==> src/sv/idsc_pkg.sv <==
// Shared types and constants for the image difference scorer.
`default_nettype none
package idsc_pkg;

    localparam int TOL_W   = 14;
    localparam int LEVEL_W = 8;
    localparam int COUNT_W = 23;
    localparam int MAXD_W  = 16;
    localparam int PCT_SCALE = 10000;
    localparam int QUO_BITS  = 14;

    typedef struct packed {
        logic [31:0] actual_pixel;
        logic [31:0] base_pixel;
        logic        last_pixel;
    } t_pixel_in;

    typedef struct packed {
        logic [LEVEL_W-1:0] diff_level;
        logic               summary_valid;
        logic [TOL_W-1:0]   difference_hundredths;
        logic               failed;
        logic [COUNT_W-1:0] different_count;
        logic [MAXD_W-1:0]  max_distance;
    } t_result;

endpackage
`default_nettype wire

==> src/sv/idsc_fifo.sv <==
// Small register queue used between the pipeline parts.
`default_nettype none
module idsc_fifo #(
    parameter int W     = 8,
    parameter int DEPTH = 2
) (
    input  wire logic         i_clk,
    input  wire logic         i_rst_n,
    input  wire logic         i_push,
    input  wire logic [W-1:0] i_wdata,
    output logic              o_full,
    input  wire logic         i_pop,
    output logic              o_empty,
    output logic [W-1:0]      o_rdata
);
    localparam int AW = (DEPTH > 1) ? $clog2(DEPTH) : 1;

    logic [W-1:0]  r_mem [DEPTH];
    logic [AW-1:0] r_wp, r_rp;
    logic [AW:0]   r_cnt;
    logic          do_push, do_pop;

    assign o_full  = (r_cnt == (AW+1)'(DEPTH));
    assign o_empty = (r_cnt == '0);
    assign o_rdata = r_mem[r_rp];
    assign do_push = i_push && !o_full;
    assign do_pop  = i_pop && !o_empty;

    always_ff @(posedge i_clk) begin
        if (!i_rst_n) begin
            r_wp  <= '0;
            r_rp  <= '0;
            r_cnt <= '0;
        end else begin
            if (do_push) begin
                r_wp <= (r_wp == AW'(DEPTH-1)) ? '0 : r_wp + 1'b1;
            end
            if (do_pop) begin
                r_rp <= (r_rp == AW'(DEPTH-1)) ? '0 : r_rp + 1'b1;
            end
            if (do_push && !do_pop) begin
                r_cnt <= r_cnt + 1'b1;
            end else if (do_pop && !do_push) begin
                r_cnt <= r_cnt - 1'b1;
            end
        end
    end

    always_ff @(posedge i_clk) begin
        if (do_push) begin
            r_mem[r_wp] <= i_wdata;
        end
    end

    ap_cnt_bound: assert property (@(posedge i_clk) disable iff (!i_rst_n)
        r_cnt <= (AW+1)'(DEPTH))
        else $error("queue count above depth");
    ap_push_grows: assert property (@(posedge i_clk) disable iff (!i_rst_n)
        (do_push && !do_pop) |=> (r_cnt == $past(r_cnt) + 1'b1))
        else $error("queue count did not grow on push");
    ap_pop_shrinks: assert property (@(posedge i_clk) disable iff (!i_rst_n)
        (do_pop && !do_push) |=> (r_cnt == $past(r_cnt) - 1'b1))
        else $error("queue count did not shrink on pop");

endmodule
`default_nettype wire

==> src/sv/idsc_front.sv <==
// Front part: per-pixel distance by bit-serial divides and square root.
`default_nettype none
module idsc_front #(
    parameter int F = 16
) (
    input  wire logic                i_clk,
    input  wire logic                i_rst_n,
    input  wire logic                i_push,
    input  wire idsc_pkg::t_pixel_in i_pixel,
    output logic                     o_busy,
    output logic                     o_q_push,
    output logic [F+1:0]             o_q_data,
    input  wire logic                i_q_full
);
    localparam int R  = F + 2;
    localparam int CW = $clog2(R + 1);

    localparam logic [2:0] S_IDLE = 3'd0;
    localparam logic [2:0] S_DIV  = 3'd1;
    localparam logic [2:0] S_SQ   = 3'd2;
    localparam logic [2:0] S_ROOT = 3'd3;
    localparam logic [2:0] S_PUSH = 3'd4;

    logic [2:0]     r_state;
    logic [8:0]     r_rem [4];
    logic [F:0]     r_quo [4];
    logic [7:0]     r_den [4];
    logic [CW-1:0]  r_cnt;
    logic [2*R-1:0] r_acc;
    logic [2*F+1:0] r_prod;
    logic [R+2:0]   r_srem;
    logic [R-1:0]   r_root;
    logic           r_last;

    logic [7:0]     in_den [4];
    logic [7:0]     in_num [4];
    logic [2*F+1:0] sq_ext;
    logic [R+2:0]   s_rem2, s_trial;
    logic [R-2:0]   pix_dist;

    always_comb begin
        for (int k = 0; k < 4; k++) begin
            logic [7:0] a, b;
            a = i_pixel.actual_pixel[8*k +: 8];
            b = i_pixel.base_pixel[8*k +: 8];
            in_den[k] = ((8'd255 - b) > b) ? (8'd255 - b) : b;
            in_num[k] = (a >= b) ? (a - b) : (b - a);
        end
        sq_ext   = (2*F+2)'(r_quo[r_cnt[1:0]]);
        s_rem2   = {r_srem[R:0], r_acc[2*R-1 -: 2]};
        s_trial  = (R+3)'({r_root, 2'b01});
        pix_dist = r_root[R-1:1];
        if (pix_dist > (R-1)'(1) << F) begin
            pix_dist = (R-1)'(1) << F;
        end
    end

    assign o_busy   = (r_state != S_IDLE);
    assign o_q_push = (r_state == S_PUSH);
    assign o_q_data = {r_last, pix_dist[F:0]};

    always_ff @(posedge i_clk) begin
        if (!i_rst_n) begin
            r_state <= S_IDLE;
        end else begin
            unique case (r_state)
                S_IDLE: if (i_push) r_state <= S_DIV;
                S_DIV:  if (r_cnt == CW'(F)) r_state <= S_SQ;
                S_SQ:   if (r_cnt == CW'(4)) r_state <= S_ROOT;
                S_ROOT: if (r_cnt == CW'(R)) r_state <= S_PUSH;
                S_PUSH: if (!i_q_full) r_state <= S_IDLE;
                default: r_state <= S_IDLE;
            endcase
        end
    end

    always_ff @(posedge i_clk) begin
        case (r_state)
            S_IDLE: begin
                r_last <= i_pixel.last_pixel;
                r_cnt  <= CW'(1);
                for (int k = 0; k < 4; k++) begin
                    r_den[k] <= in_den[k];
                    // a channel at full scale gives exactly one
                    if (in_num[k] == in_den[k]) begin
                        r_quo[k] <= (F+1)'(1);
                        r_rem[k] <= '0;
                    end else begin
                        r_quo[k] <= '0;
                        r_rem[k] <= 9'(in_num[k]);
                    end
                end
            end
            S_DIV: begin
                for (int k = 0; k < 4; k++) begin
                    logic [8:0] t;
                    t = {r_rem[k][7:0], 1'b0};
                    if (t >= 9'(r_den[k])) begin
                        r_rem[k] <= t - 9'(r_den[k]);
                        r_quo[k] <= {r_quo[k][F-1:0], 1'b1};
                    end else begin
                        r_rem[k] <= t;
                        r_quo[k] <= {r_quo[k][F-1:0], 1'b0};
                    end
                end
                if (r_cnt == CW'(F)) begin
                    r_cnt  <= '0;
                    r_acc  <= '0;
                    r_prod <= '0;
                end else begin
                    r_cnt <= r_cnt + 1'b1;
                end
            end
            S_SQ: begin
                r_acc <= r_acc + (2*R)'(r_prod);
                if (r_cnt < CW'(4)) begin
                    r_prod <= sq_ext * sq_ext;
                end
                if (r_cnt == CW'(4)) begin
                    r_cnt  <= '0;
                    r_srem <= '0;
                    r_root <= '0;
                end else begin
                    r_cnt <= r_cnt + 1'b1;
                end
            end
            S_ROOT: begin
                if (r_cnt != CW'(R)) begin
                    r_acc <= r_acc << 2;
                    if (s_rem2 >= s_trial) begin
                        r_srem <= s_rem2 - s_trial;
                        r_root <= {r_root[R-2:0], 1'b1};
                    end else begin
                        r_srem <= s_rem2;
                        r_root <= {r_root[R-2:0], 1'b0};
                    end
                    r_cnt <= r_cnt + 1'b1;
                end
            end
            default: ;
        endcase
    end

endmodule
`default_nettype wire

==> src/sv/idsc_back.sv <==
// Back part: accumulators, percentage divide and result build.
`default_nettype none
module idsc_back #(
    parameter int P = 22,
    parameter int F = 16
) (
    input  wire logic                         i_clk,
    input  wire logic                         i_rst_n,
    input  wire logic                         i_cfg_valid,
    input  wire logic [idsc_pkg::TOL_W-1:0]   i_cfg_data,
    input  wire logic                         i_q_empty,
    input  wire logic [F+1:0]                 i_q_data,
    output logic                              o_q_pop,
    output logic                              o_r_push,
    output idsc_pkg::t_result                 o_r_data,
    input  wire logic                         i_r_full
);
    localparam int CNTW = P + 1;
    localparam int SW   = P + F + 1;
    localparam int NW   = SW + idsc_pkg::QUO_BITS;
    localparam int QB   = idsc_pkg::QUO_BITS;

    localparam logic [2:0] B_IDLE = 3'd0;
    localparam logic [2:0] B_MUL  = 3'd1;
    localparam logic [2:0] B_DIV  = 3'd2;
    localparam logic [2:0] B_FIN  = 3'd3;
    localparam logic [2:0] B_OUT  = 3'd4;

    logic [2:0]                 r_state;
    logic [idsc_pkg::TOL_W-1:0] r_tol;
    logic [CNTW-1:0]            r_pix, r_counted;
    logic [SW-1:0]              r_sum;
    logic [F-1:0]               r_largest;
    logic [NW-1:0]              r_num, r_dv;
    logic [QB-1:0]              r_q;
    logic [3:0]                 r_i;
    idsc_pkg::t_result          r_res;

    logic [F:0]     q_dist;
    logic [F+8:0]   q_m;
    logic           q_counts;
    logic [F-1:0]   q_shown;
    logic [NW-1:0]  div_sh;
    logic           round_up, fail;
    logic [QB-1:0]  hund;
    idsc_pkg::t_result lvl_res;

    always_comb begin
        q_dist   = i_q_data[F:0];
        q_m      = ((F+9)'(q_dist) << 8) - (F+9)'(q_dist);
        q_counts = (q_m >= ((F+9)'(1) << F));
        q_shown  = q_dist[F] ? '1 : q_dist[F-1:0];
        div_sh   = r_dv << r_i;
        round_up = ((r_num << 1) >= r_dv);
        fail     = (r_q > QB'(r_tol)) || ((r_q == QB'(r_tol)) && (r_num != '0));
        hund     = r_q + QB'(round_up);
        if (hund == '0) hund = QB'(1);
        lvl_res            = '0;
        lvl_res.diff_level = q_m[F+7:F];
    end

    assign o_q_pop  = (r_state == B_IDLE) && !i_q_empty;
    assign o_r_push = (r_state == B_OUT);
    assign o_r_data = r_res;

    always_ff @(posedge i_clk) begin
        if (!i_rst_n) begin
            r_state   <= B_IDLE;
            r_tol     <= '0;
            r_pix     <= '0;
            r_counted <= '0;
            r_sum     <= '0;
            r_largest <= '0;
        end else begin
            if (i_cfg_valid) r_tol <= i_cfg_data;
            unique case (r_state)
                B_IDLE: begin
                    if (!i_q_empty) begin
                        // pixels past the count limit give a level only
                        if (!r_pix[P]) begin
                            r_pix <= r_pix + 1'b1;
                            if (q_counts) begin
                                r_counted <= r_counted + 1'b1;
                                r_sum     <= r_sum + SW'(q_dist);
                                if (q_shown > r_largest) r_largest <= q_shown;
                            end
                        end
                        r_state <= i_q_data[F+1] ? B_MUL : B_OUT;
                    end
                end
                B_MUL: r_state <= B_DIV;
                B_DIV: if (r_i == 4'd0) r_state <= B_FIN;
                B_FIN: begin
                    r_pix     <= '0;
                    r_counted <= '0;
                    r_sum     <= '0;
                    r_largest <= '0;
                    r_state   <= B_OUT;
                end
                B_OUT: if (!i_r_full) r_state <= B_IDLE;
                default: r_state <= B_IDLE;
            endcase
        end
    end

    always_ff @(posedge i_clk) begin
        case (r_state)
            B_IDLE: begin
                r_res <= lvl_res;
            end
            B_MUL: begin
                r_num <= NW'(r_sum) * NW'(idsc_pkg::PCT_SCALE);
                r_dv  <= NW'(r_pix) << F;
                r_q   <= '0;
                r_i   <= 4'(QB-1);
            end
            B_DIV: begin
                if (r_num >= div_sh) begin
                    r_num    <= r_num - div_sh;
                    r_q[r_i] <= 1'b1;
                end
                if (r_i != 4'd0) r_i <= r_i - 1'b1;
            end
            B_FIN: begin
                r_res.summary_valid         <= 1'b1;
                r_res.failed                <= fail;
                r_res.difference_hundredths <= fail ? idsc_pkg::TOL_W'(hund) : '0;
                r_res.different_count       <= idsc_pkg::COUNT_W'(r_counted);
                r_res.max_distance          <= idsc_pkg::MAXD_W'(r_largest);
            end
            default: ;
        endcase
    end

    ap_pass_zero: assert property (@(posedge i_clk) disable iff (!i_rst_n)
        (r_state == B_OUT && !r_res.failed) |-> (r_res.difference_hundredths == '0))
        else $error("nonzero difference on a passing result");
    ap_fail_nonzero: assert property (@(posedge i_clk) disable iff (!i_rst_n)
        (r_state == B_OUT && r_res.failed) |-> (r_res.difference_hundredths != '0))
        else $error("failing result with zero difference");
    ap_clear: assert property (@(posedge i_clk) disable iff (!i_rst_n)
        (r_state == B_FIN) |=> (r_pix == '0 && r_sum == '0 && r_counted == '0))
        else $error("accumulators not cleared after summary");

endmodule
`default_nettype wire

==> src/sv/image_difference_scorer.sv <==
// Top level of the image difference scorer.
//
//  channel   direction  handshake             payload
//  pixels    in         push / full           i_pixel   (idsc_pkg::t_pixel_in)
//  results   out        pop / empty           o_result  (idsc_pkg::t_result)
//  config    in         i_cfg_valid/o_cfg_ready i_cfg_data (tolerance, hundredths)
//
// Each pixel request passes through the front's bit-serial channel divides
// and square root before the next one is accepted (full stays high while
// the front is busy). A last pixel also runs the percentage divide in the back;
// the front keeps working on the next pixel meanwhile.
// Synchronous active-low reset clears control state, tolerance and totals.
// A full result queue stalls the back; a full distance queue stalls the front.
`default_nettype none
module image_difference_scorer #(
    parameter int PIXEL_COUNT_BITS   = 22,
    parameter int DISTANCE_FRAC_BITS = 16
) (
    input  wire logic                       i_clk,
    input  wire logic                       i_rst_n,
    input  wire logic                       push,
    output logic                            full,
    input  wire idsc_pkg::t_pixel_in        i_pixel,
    output logic                            empty,
    input  wire logic                       pop,
    output idsc_pkg::t_result               o_result,
    input  wire logic                       i_cfg_valid,
    output logic                            o_cfg_ready,
    input  wire logic [idsc_pkg::TOL_W-1:0] i_cfg_data
);
    localparam int F  = DISTANCE_FRAC_BITS;
    localparam int RW = $bits(idsc_pkg::t_result);

    // front to back: {last, distance Q1.F}
    logic          fq_push, fq_full, fq_pop, fq_empty;
    logic [F+1:0]  fq_wdata, fq_rdata;
    logic          rq_push, rq_full;
    idsc_pkg::t_result rq_wdata;
    logic [RW-1:0] rq_rdata;
    logic          front_busy;

    assign full        = front_busy;
    assign o_cfg_ready = 1'b1;
    assign o_result    = idsc_pkg::t_result'(rq_rdata);

    idsc_front #(.F(F)) u_front (
        .i_clk    (i_clk),
        .i_rst_n  (i_rst_n),
        .i_push   (push),
        .i_pixel  (i_pixel),
        .o_busy   (front_busy),
        .o_q_push (fq_push),
        .o_q_data (fq_wdata),
        .i_q_full (fq_full)
    );

    idsc_fifo #(.W(F+2), .DEPTH(2)) u_dist_q (
        .i_clk   (i_clk),
        .i_rst_n (i_rst_n),
        .i_push  (fq_push),
        .i_wdata (fq_wdata),
        .o_full  (fq_full),
        .i_pop   (fq_pop),
        .o_empty (fq_empty),
        .o_rdata (fq_rdata)
    );

    idsc_back #(.P(PIXEL_COUNT_BITS), .F(F)) u_back (
        .i_clk       (i_clk),
        .i_rst_n     (i_rst_n),
        .i_cfg_valid (i_cfg_valid),
        .i_cfg_data  (i_cfg_data),
        .i_q_empty   (fq_empty),
        .i_q_data    (fq_rdata),
        .o_q_pop     (fq_pop),
        .o_r_push    (rq_push),
        .o_r_data    (rq_wdata),
        .i_r_full    (rq_full)
    );

    idsc_fifo #(.W(RW), .DEPTH(2)) u_res_q (
        .i_clk   (i_clk),
        .i_rst_n (i_rst_n),
        .i_push  (rq_push),
        .i_wdata (rq_wdata),
        .o_full  (rq_full),
        .i_pop   (pop),
        .o_empty (empty),
        .o_rdata (rq_rdata)
    );

endmodule
`default_nettype wire
==> config.mk <==
export PLATFORM = sky130hd
export DESIGN_NAME = image_difference_scorer
export DESIGN_NICKNAME = d
export VERILOG_FILES = /design/src/sv/idsc_pkg.sv /design/src/sv/idsc_fifo.sv /design/src/sv/idsc_front.sv /design/src/sv/idsc_back.sv /design/src/sv/image_difference_scorer.sv
export SDC_FILE = /design/constraint.sdc
export NUM_CORES = 2
export LEC_CHECK = 0
export BUFFER_PORTS_ARGS = -buffer_cell sky130_fd_sc_hd__buf_2
export CAP_MARGIN = 25
export CORE_ASPECT_RATIO = 0.8
export CORE_UTILIZATION = 58
export CTS_CLUSTER_SIZE = 30
export DETAILED_ROUTE_END_ITERATION = 10
export PLACE_DENSITY = 0.75
export SLEW_MARGIN = 20
export SYNTH_ARGS = -nofsm -noshare
export SYNTH_HDL_FRONTEND = slang
export SYNTH_SLANG_ARGS = --single-unit
==> constraint.sdc <==
create_clock -name i_clk -period 24.3 [get_ports i_clk]
set_input_delay 0 -clock i_clk [delete_from_list [all_inputs] [get_ports i_clk]]
set_output_delay 0 -clock i_clk [all_outputs]
set_load 0.02 [all_outputs]
**Word level (Yosys, flattened, before mapping)**

Memory sizes are Yosys's and may differ from the RTL's. A register that Yosys moved wholly into a read port is not among the register bits.
Cells that the tools add are included.

- Bits in registers: 399
- Latch bits: 0
- Memory bits (writable): 298
- Bits in read-only memories: 0
- Output and inout port bits: 66
- Logic and storage cells: 359
- Memories: 5

- Add/subtract/negate cells: 34
- Multipliers: 2
- Divide/modulo/power cells: 0
- Magnitude comparators: 22
- Eq/ne operators: 34
- Shifts and indexed selects: 1
- Muxes and demuxes: 157
- Bitwise operators: 25
- Reductions and logical operators: 49

Memory list:

| memory | depth | width | read ports | clocked after memory_dff | write ports | line | RTL |
|---|---|---|---|---|---|---|---|
| u_res_q.r_mem | 2 | 63 | 1 | 1 | 1 | idsc_fifo.sv:18 | `logic [W-1:0] r_mem [DEPTH];` |
| u_front.r_quo | 4 | 17 | 5 | 1 | 4 | idsc_front.sv:26 | `logic [F:0] r_quo [4];` |
| u_dist_q.r_mem | 2 | 18 | 1 | 1 | 1 | idsc_fifo.sv:18 |  |
| u_front.r_rem | 4 | 9 | 4 | 0 | 4 | idsc_front.sv:25 | `logic [8:0] r_rem [4];` |
| u_front.r_den | 4 | 8 | 4 | 0 | 4 | idsc_front.sv:27 | `logic [7:0] r_den [4];` |

Operator list:

| kind | count |
|---|---|
| $mux 17 | 13 |
| $mux 39 | 3 |
| $mux 23 | 5 |
| $pmux 55 s2 | 1 |
| $mux 9 | 12 |
| $pmux 36 s3 | 1 |
| $pmux 53 s2 | 1 |
| $pmux 23 s2 | 2 |
| $mux 16 | 5 |
| $pmux 39 s2 | 1 |
| $mux 36 | 2 |
| $mux 34 | 2 |
| $pmux 34 s2 | 1 |
| $mux 1 | 64 |
| $mux 8 | 8 |
| $sub 8x8->8 | 8 |
| $mux 19 | 3 |
| $ge 53x39->1 | 1 |
| $ge 53x53->1 | 1 |
| $mux 53 | 1 |
| $reduce_bool 53->1 | 1 |
| $shl 39x4->53 | 1 |
| $sub 53x53->53 | 1 |
| $mul 39x10->49 const B | 1 |
| other kinds (66) | 185 |

**Logic depth before layout (Yosys ltp)**

- Word-level depth: 10
- Gate-level depth with buffers: 32

**By module**

Synthesis repeated with hierarchy kept, for this count alone.

- Cells, all modules: 5470
- Area total of the unflattened synthesis: 54766.3 µm²

Modules (own cells, without submodules):

| module | times used | cells each | area each (µm²) | sequential area each (µm²) |
|---|---|---|---|---|
| idsc_front | 1 | 2673 | 25502.0 | 7277.0 |
| idsc_back | 1 | 2493 | 22945.8 | 6986.7 |
| idsc_fifo at u_res_q | 1 | 221 | 4777.1 | 3883.7 |
| idsc_fifo at u_dist_q | 1 | 81 | 1530.2 | 1181.1 |
| image_difference_scorer | 1 | 2 | 11.3 | 0.0 |

**Worst setup path after synthesis**

OpenSTA, ideal clock, no wires.

- Kind: register -> register
- Start: register u_back.r_i[0]
- End: register u_back.r_num[10], enable pin
- Setup time: 0.574 ns
- Arrival: 8.498 ns
- Data required time: 23.726 ns
- Setup slack: 15.228 ns
- Stages on the path, launching flop included: 17
- Path buffers: 1
- Clock period less this slack: 9.072 ns
- Path through: edfxtp_1 > buf_1 > mux4_2 > mux2i_1 > nor2_1 > a21oi_1 > ha_1 > and4_1 > and4_1 > nand4_1 > o211a_1 > o211a_1 > a31oi_1 > a21oi_1 > a211oi_1 > a211oi_1 > o21ai_0

- Cells in the longest elaborated chain, start to end: 4

Ends and longest elaborated chain:

| what | line | RTL |
|---|---|---|
| start, declared | idsc_back.sv:36 | `logic [3:0] r_i;` |
| start signal, assigned | idsc_back.sv:115 | `r_i <= 4'(QB-1);` |
| start signal, assigned | idsc_back.sv:122 | `if (r_i != 4'd0) r_i <= r_i - 1'b1;` |
| $shl 39x4->53 | idsc_back.sv:53 | `div_sh = r_dv << r_i;` |
| $ge 53x53->1 | idsc_back.sv:118 | `if (r_num >= div_sh) begin` |
| $ne 2x1->1 (no line) | -- |  |
| $reduce_and 2->1 (no line) | -- |  |
| end signal, assigned | idsc_back.sv:112 | `r_num <= NW'(r_sum) * NW'(idsc_pkg::PCT_SCALE);` |
| end signal, assigned | idsc_back.sv:119 | `r_num <= r_num - div_sh;` |
| end, declared | idsc_back.sv:34 | `logic [NW-1:0] r_num, r_dv;` |

Every way passes these cells.
A chain may end at the register's enable or synchronous reset.

==> impl_metrics.json <==
{
  "worst_slack_ns": 15.41,
  "floorplan.io_pins": 150,
  "period_needed_ns": 8.89,
  "seqPwrFrac": 0.329,
  "cts-resized-gates": 0,
  "core.rowCount": 100,
  "slew-limit-headroom": 0.292,
  "hold_end": "u_front.r_rem[3][7]",
  "floorplan.initialDensity": 0.589,
  "synthArstFlopShare": 0,
  "critical_path.most_common_cell": "sky130_fd_sc_hd__fa_1",
  "root_buffer": "sky130_fd_sc_hd__clkbuf_16",
  "r2r_slack_ns": 15.41,
  "totalNegativeSetupSlack_ns": 0,
  "worst_hold_path.num_cells": 5,
  "cts-root-to-sink-buffers": 3,
  "total_die_area_mm2": 0.0961,
  "unrepaired_setup_endpoints_after_global_routing": "false",
  "worst_setup_path_end_kind": "flop",
  "post_drt_via_cell_ratio": 5.79,
  "die-width_um": 346,
  "cts-hold-fix-buffers": 107,
  "grt_pass1_vias": 39746,
  "hold_path_startpoint": "i_pixel[64]",
  "detail_route.wl_per_cell_um": 18.0,
  "internal_portion_of_total_power_mw": 3.25,
  "crit_buf_inv": 6,
  "routed-via-count": 40935,
  "globalRouteTotalUtil": 0.266,
  "critical_path_fanouts_max": 31,
  "placed_cells": 6826,
  "p_comb_frac": 0.439,
  "fmax_mhz": 113,
  "finalSetupViolations": 0,
  "p_sw_frac": 0.392,
  "synth_area_mm2": 0.0550,
  "tritoncts_num_sinks": 689,
  "status": "complete, no violations",
  "fin_total_pwr_mw": 5.35,
  "maxCapViolCount": 0,
  "final_wl_um": 128000,
  "worst_path_dominant_cell_family": "adder cells",
  "detailedRoute.firstIterationViolations": 3007,
  "fin_crit_sh": 0.366,
  "initial_antenna_violation_count": 0,
  "core_region_mm2": 0.0935,
  "final_cell_count_no_fill": 7073,
  "count_of_flip_flops_with_a_built_in_enable_after_synthesis": 553,
  "worst_skew_pair.late_latency_ns": 0.65,
  "design.final.nets": 6717,
  "sequential_cell_area_fraction_in_the_yosys_report": 0.351,
  "clock_power_share": 0.232,
  "tritoncts_clock_tree": "yes",
  "leakage_nw": 28.2,
  "netlist_instances": 5579,
  "detailed_placer_s_ending_hpwl_um": 96500,
  "crit_path_top_delay_cell": "sky130_fd_sc_hd__o311ai_0",
  "detail_route.drc_violations": 0,
  "peakVddDrop_uv": 82.4,
  "fin_skew_ns": 0.0289,
  "multi_input_comb_area_mm2": 0.0318,
  "drt_pass1_iterations": 6,
  "placement.io_buffers": 148,
  "crit_arrival_ns": 9.36,
  "yosysWarnings": 0,
  "grt_first_pass_wirelength_um": 207000,
  "grt_util_met1": 0.386,
  "post_route_cells_drive_above_1_share": 0.0863,
  "cp_data_required_time_ns": 24.77,
  "fin_hold_ws_ns": 0.0390,
  "use_met3": 0.0497,
  "grt_remaining_overflow": 0,
  "synthDistinctLibCells": 90,
  "crit-reg2reg-capture": "u_front.r_prod[33]",
  "pre_cts_ws_ns": 15.62,
  "synthesis.nets": 6509,
  "area_delta_synth_final_pct": 10.7,
  "postRouteAntennaNets": 0,
  "power.switching_mw": 2.10,
  "die_height_um": 277,
  "layout.area.seq_mm2": 0.0193,
  "path_class": "flop to flop",
  "antenna_diode_count": 0,
  "h-tree-depth": 3,
  "worst_pin_slew_ns": 1.05,
  "post_synth.cell_area_avg_um2": 9.86,
  "reg2regPathDepth": 25,
  "routability_congestion_estimate": 0.967,
  "grt_start_max_net_pins": 93,
  "top_usage_layer": "met2",
  "cts.reportedPaths.clkPinSlew_ns": 0.06,
  "timing_max_transition_violations_final": 0,
  "grt.met2_usage": 0.411,
  "timing.hold.worst.class": "input port to flop",
  "crit_path_start_kind": "flop",
  "synth-main-ff-cell": "sky130_fd_sc_hd__edfxtp_1",
  "crit_path_max_incr_delay_ns": 0.91,
  "powerDensity_mw_per_mm2": 87.8,
  "cts-buffers-inserted": 74,
  "post_cts_setup_buffer_count": 0,
  "filler_cell_count": 7335,
  "postSynthRegisterBits": 689,
  "report.final.hold_viol_count": 0
}
## worst register-to-register path: stages (launching register included)
cell and delay (ns):
sky130_fd_sc_hd__dfxtp_1 0.31, sky130_fd_sc_hd__buf_4 0.42, sky130_fd_sc_hd__mux2_2 0.41, sky130_fd_sc_hd__o21ai_1 0.55, sky130_fd_sc_hd__clkinv_1 0.56, sky130_fd_sc_hd__and2_1 0.33, sky130_fd_sc_hd__fa_1 0.48, sky130_fd_sc_hd__inv_1 0.06
sky130_fd_sc_hd__fa_1 0.48, sky130_fd_sc_hd__fa_1 0.53, sky130_fd_sc_hd__inv_1 0.05, sky130_fd_sc_hd__fa_1 0.47, sky130_fd_sc_hd__fa_1 0.55, sky130_fd_sc_hd__inv_1 0.06, sky130_fd_sc_hd__fa_1 0.53, sky130_fd_sc_hd__inv_1 0.04
sky130_fd_sc_hd__ha_1 0.32, sky130_fd_sc_hd__and4_1 0.27, sky130_fd_sc_hd__and2_1 0.14, sky130_fd_sc_hd__a32oi_1 0.25, sky130_fd_sc_hd__o311ai_0 0.91, sky130_fd_sc_hd__a31oi_1 0.28, sky130_fd_sc_hd__a21oi_1 0.24, sky130_fd_sc_hd__o21ai_0 0.14
sky130_fd_sc_hd__a21o_1 0.20, sky130_fd_sc_hd__a21oi_1 0.14
## how the worst max path moves through the flow
stage	startpoint	end	cells past startpoint
detailed placement	flop	u_front.r_prod[33]	25
global route	flop	u_front.r_prod[33]	25
global placement	flop	u_front.r_prod[33]	25
floorplan	u_back.r_i[0]	u_back.r_num[10]	16
CTS	flop	u_front.r_prod[33]	25
finish	flop	u_front.r_prod[33]	25
## metal layers
metal / wire, µm / up-vias
li1: - / 19579
met3: 9670 / 192
met5: 0 / -
met4: 2740 / 0
met2: 56300 / 1282
met1: 58900 / 19882
## cell families after synthesis
group                      after synthesis  share of synthesized area
AOI/OAI and AO/OA                      989                      0.115
adders and majority gates              846                      0.235
xor gates and xnor gates               303                     0.0508
other                                    1                  0.0000682
buffers and inverters                 1055                     0.0721
and+or+nand+nor                       1461                      0.127
muxes                                  235                     0.0488
DFF                                    689                      0.351
## layout make-up
type                    instances  share of cell area
multi-input cells            3835               0.522
clock inverters                40              0.0101
clock buffers                  98              0.0341
flip-flops and latches        689               0.317
well taps                    1224              0.0251
inverters                     881              0.0543
repair buffers                306              0.0366
## cells in the mapped netlist, types with 29 or more instances
cell	count	share of area
sky130_fd_sc_hd__inv_1	875	0.060
sky130_fd_sc_hd__edfxtp_1	553	0.30
sky130_fd_sc_hd__ha_1	537	0.12
sky130_fd_sc_hd__nor2_1	415	0.028
sky130_fd_sc_hd__nand2_1	383	0.026
sky130_fd_sc_hd__fa_1	309	0.11
sky130_fd_sc_hd__a21oi_1	263	0.024
sky130_fd_sc_hd__o21ai_0	229	0.021
sky130_fd_sc_hd__xnor2_1	166	0.026
sky130_fd_sc_hd__clkbuf_1	137	0.0093
sky130_fd_sc_hd__dfxtp_1	136	0.049
sky130_fd_sc_hd__nand3_1	129	0.012
sky130_fd_sc_hd__xor2_1	127	0.020
sky130_fd_sc_hd__a21o_1	125	0.017
sky130_fd_sc_hd__mux2i_1	117	0.021
sky130_fd_sc_hd__and3_1	101	0.011
sky130_fd_sc_hd__mux2_2	101	0.021
sky130_fd_sc_hd__nor3_1	78	0.0071
sky130_fd_sc_hd__and2_1	64	0.0073
sky130_fd_sc_hd__nand4_1	62	0.0070
sky130_fd_sc_hd__o21a_1	60	0.0082
sky130_fd_sc_hd__nor2b_1	50	0.0057
sky130_fd_sc_hd__a211oi_1	41	0.0056
sky130_fd_sc_hd__buf_1	34	0.0023
sky130_fd_sc_hd__nand2b_1	33	0.0038
sky130_fd_sc_hd__nor4_1	32	0.0036
sky130_fd_sc_hd__a31oi_1	29	0.0033
sky130_fd_sc_hd__o211ai_1	29	0.0040
sky130_fd_sc_hd__or3_1	29	0.0033
## flip-flops by register name, summed over array words and instances, names as in the netlist, 28 cells and up, named ones only
signal / cells
u_back.o_r_data: 63
u_back.r_num: 50
u_back.r_sum: 39
u_dist_q.r_mem: 36
u_front.r_acc: 36
u_front.r_den: 28
u_front.r_prod: 33
u_front.r_quo: 68
u_front.r_rem: 32
u_res_q.r_mem: 126
## power groups by stage
stage | Sequential, mW | Combinational [mW] | Clock [mW]
3_3_place_gp | 1.77 | 2.23 | 0
5_1_grt | 1.78 | 2.62 | 1.31
6_report | 1.76 | 2.35 | 1.24
4_1_cts | 1.75 | 2.33 | 1.26
3_5_place_dp | 1.78 | 2.28 | 0
2_1_floorplan | 1.72 | 1.74 | 0
## stage by stage
| step | utilization | cell area (µm²) |
|---|---|---|
| 2_1_floorplan | - | 55000 |
| 6_report | 0.652 | 60900 |
| 3_3_place_gp | 0.611 | 57100 |
| 5_1_grt | 0.652 | 60900 |
| 4_1_cts | 0.651 | 60900 |
| 3_5_place_dp | 0.611 | 57100 |
## layout by cell type, fill, tap and decap left out, types with 32 or more instances in the layout
| cell type | count |
|---|---|
| sky130_fd_sc_hd__a21oi_1 | 263 |
| sky130_fd_sc_hd__o21ai_0 | 228 |
| sky130_fd_sc_hd__mux2_2 | 101 |
| sky130_fd_sc_hd__nand2_1 | 380 |
| sky130_fd_sc_hd__edfxtp_1 | 553 |
| sky130_fd_sc_hd__nor2_1 | 410 |
| sky130_fd_sc_hd__mux2i_1 | 117 |
| sky130_fd_sc_hd__xnor2_1 | 166 |
| sky130_fd_sc_hd__nand2b_1 | 32 |
| sky130_fd_sc_hd__buf_2 | 148 |
| sky130_fd_sc_hd__nand3_1 | 129 |
| sky130_fd_sc_hd__xor2_1 | 127 |
| sky130_fd_sc_hd__a211oi_1 | 41 |
| sky130_fd_sc_hd__and3_1 | 101 |
| sky130_fd_sc_hd__ha_1 | 537 |
| sky130_fd_sc_hd__nand4_1 | 62 |
| sky130_fd_sc_hd__nor3_1 | 76 |
| sky130_fd_sc_hd__buf_4 | 48 |
| sky130_fd_sc_hd__fa_1 | 309 |
| sky130_fd_sc_hd__nor4_1 | 32 |
| sky130_fd_sc_hd__a21o_1 | 125 |
| sky130_fd_sc_hd__and2_1 | 62 |
| sky130_fd_sc_hd__nor2b_1 | 49 |
| sky130_fd_sc_hd__inv_1 | 874 |
| sky130_fd_sc_hd__dlygate4sd3_1 | 107 |
| sky130_fd_sc_hd__dfxtp_1 | 134 |
| sky130_fd_sc_hd__clkbuf_16 | 79 |
| sky130_fd_sc_hd__o21a_1 | 60 |
No activity file was read; power rests on OpenSTA's default activity.
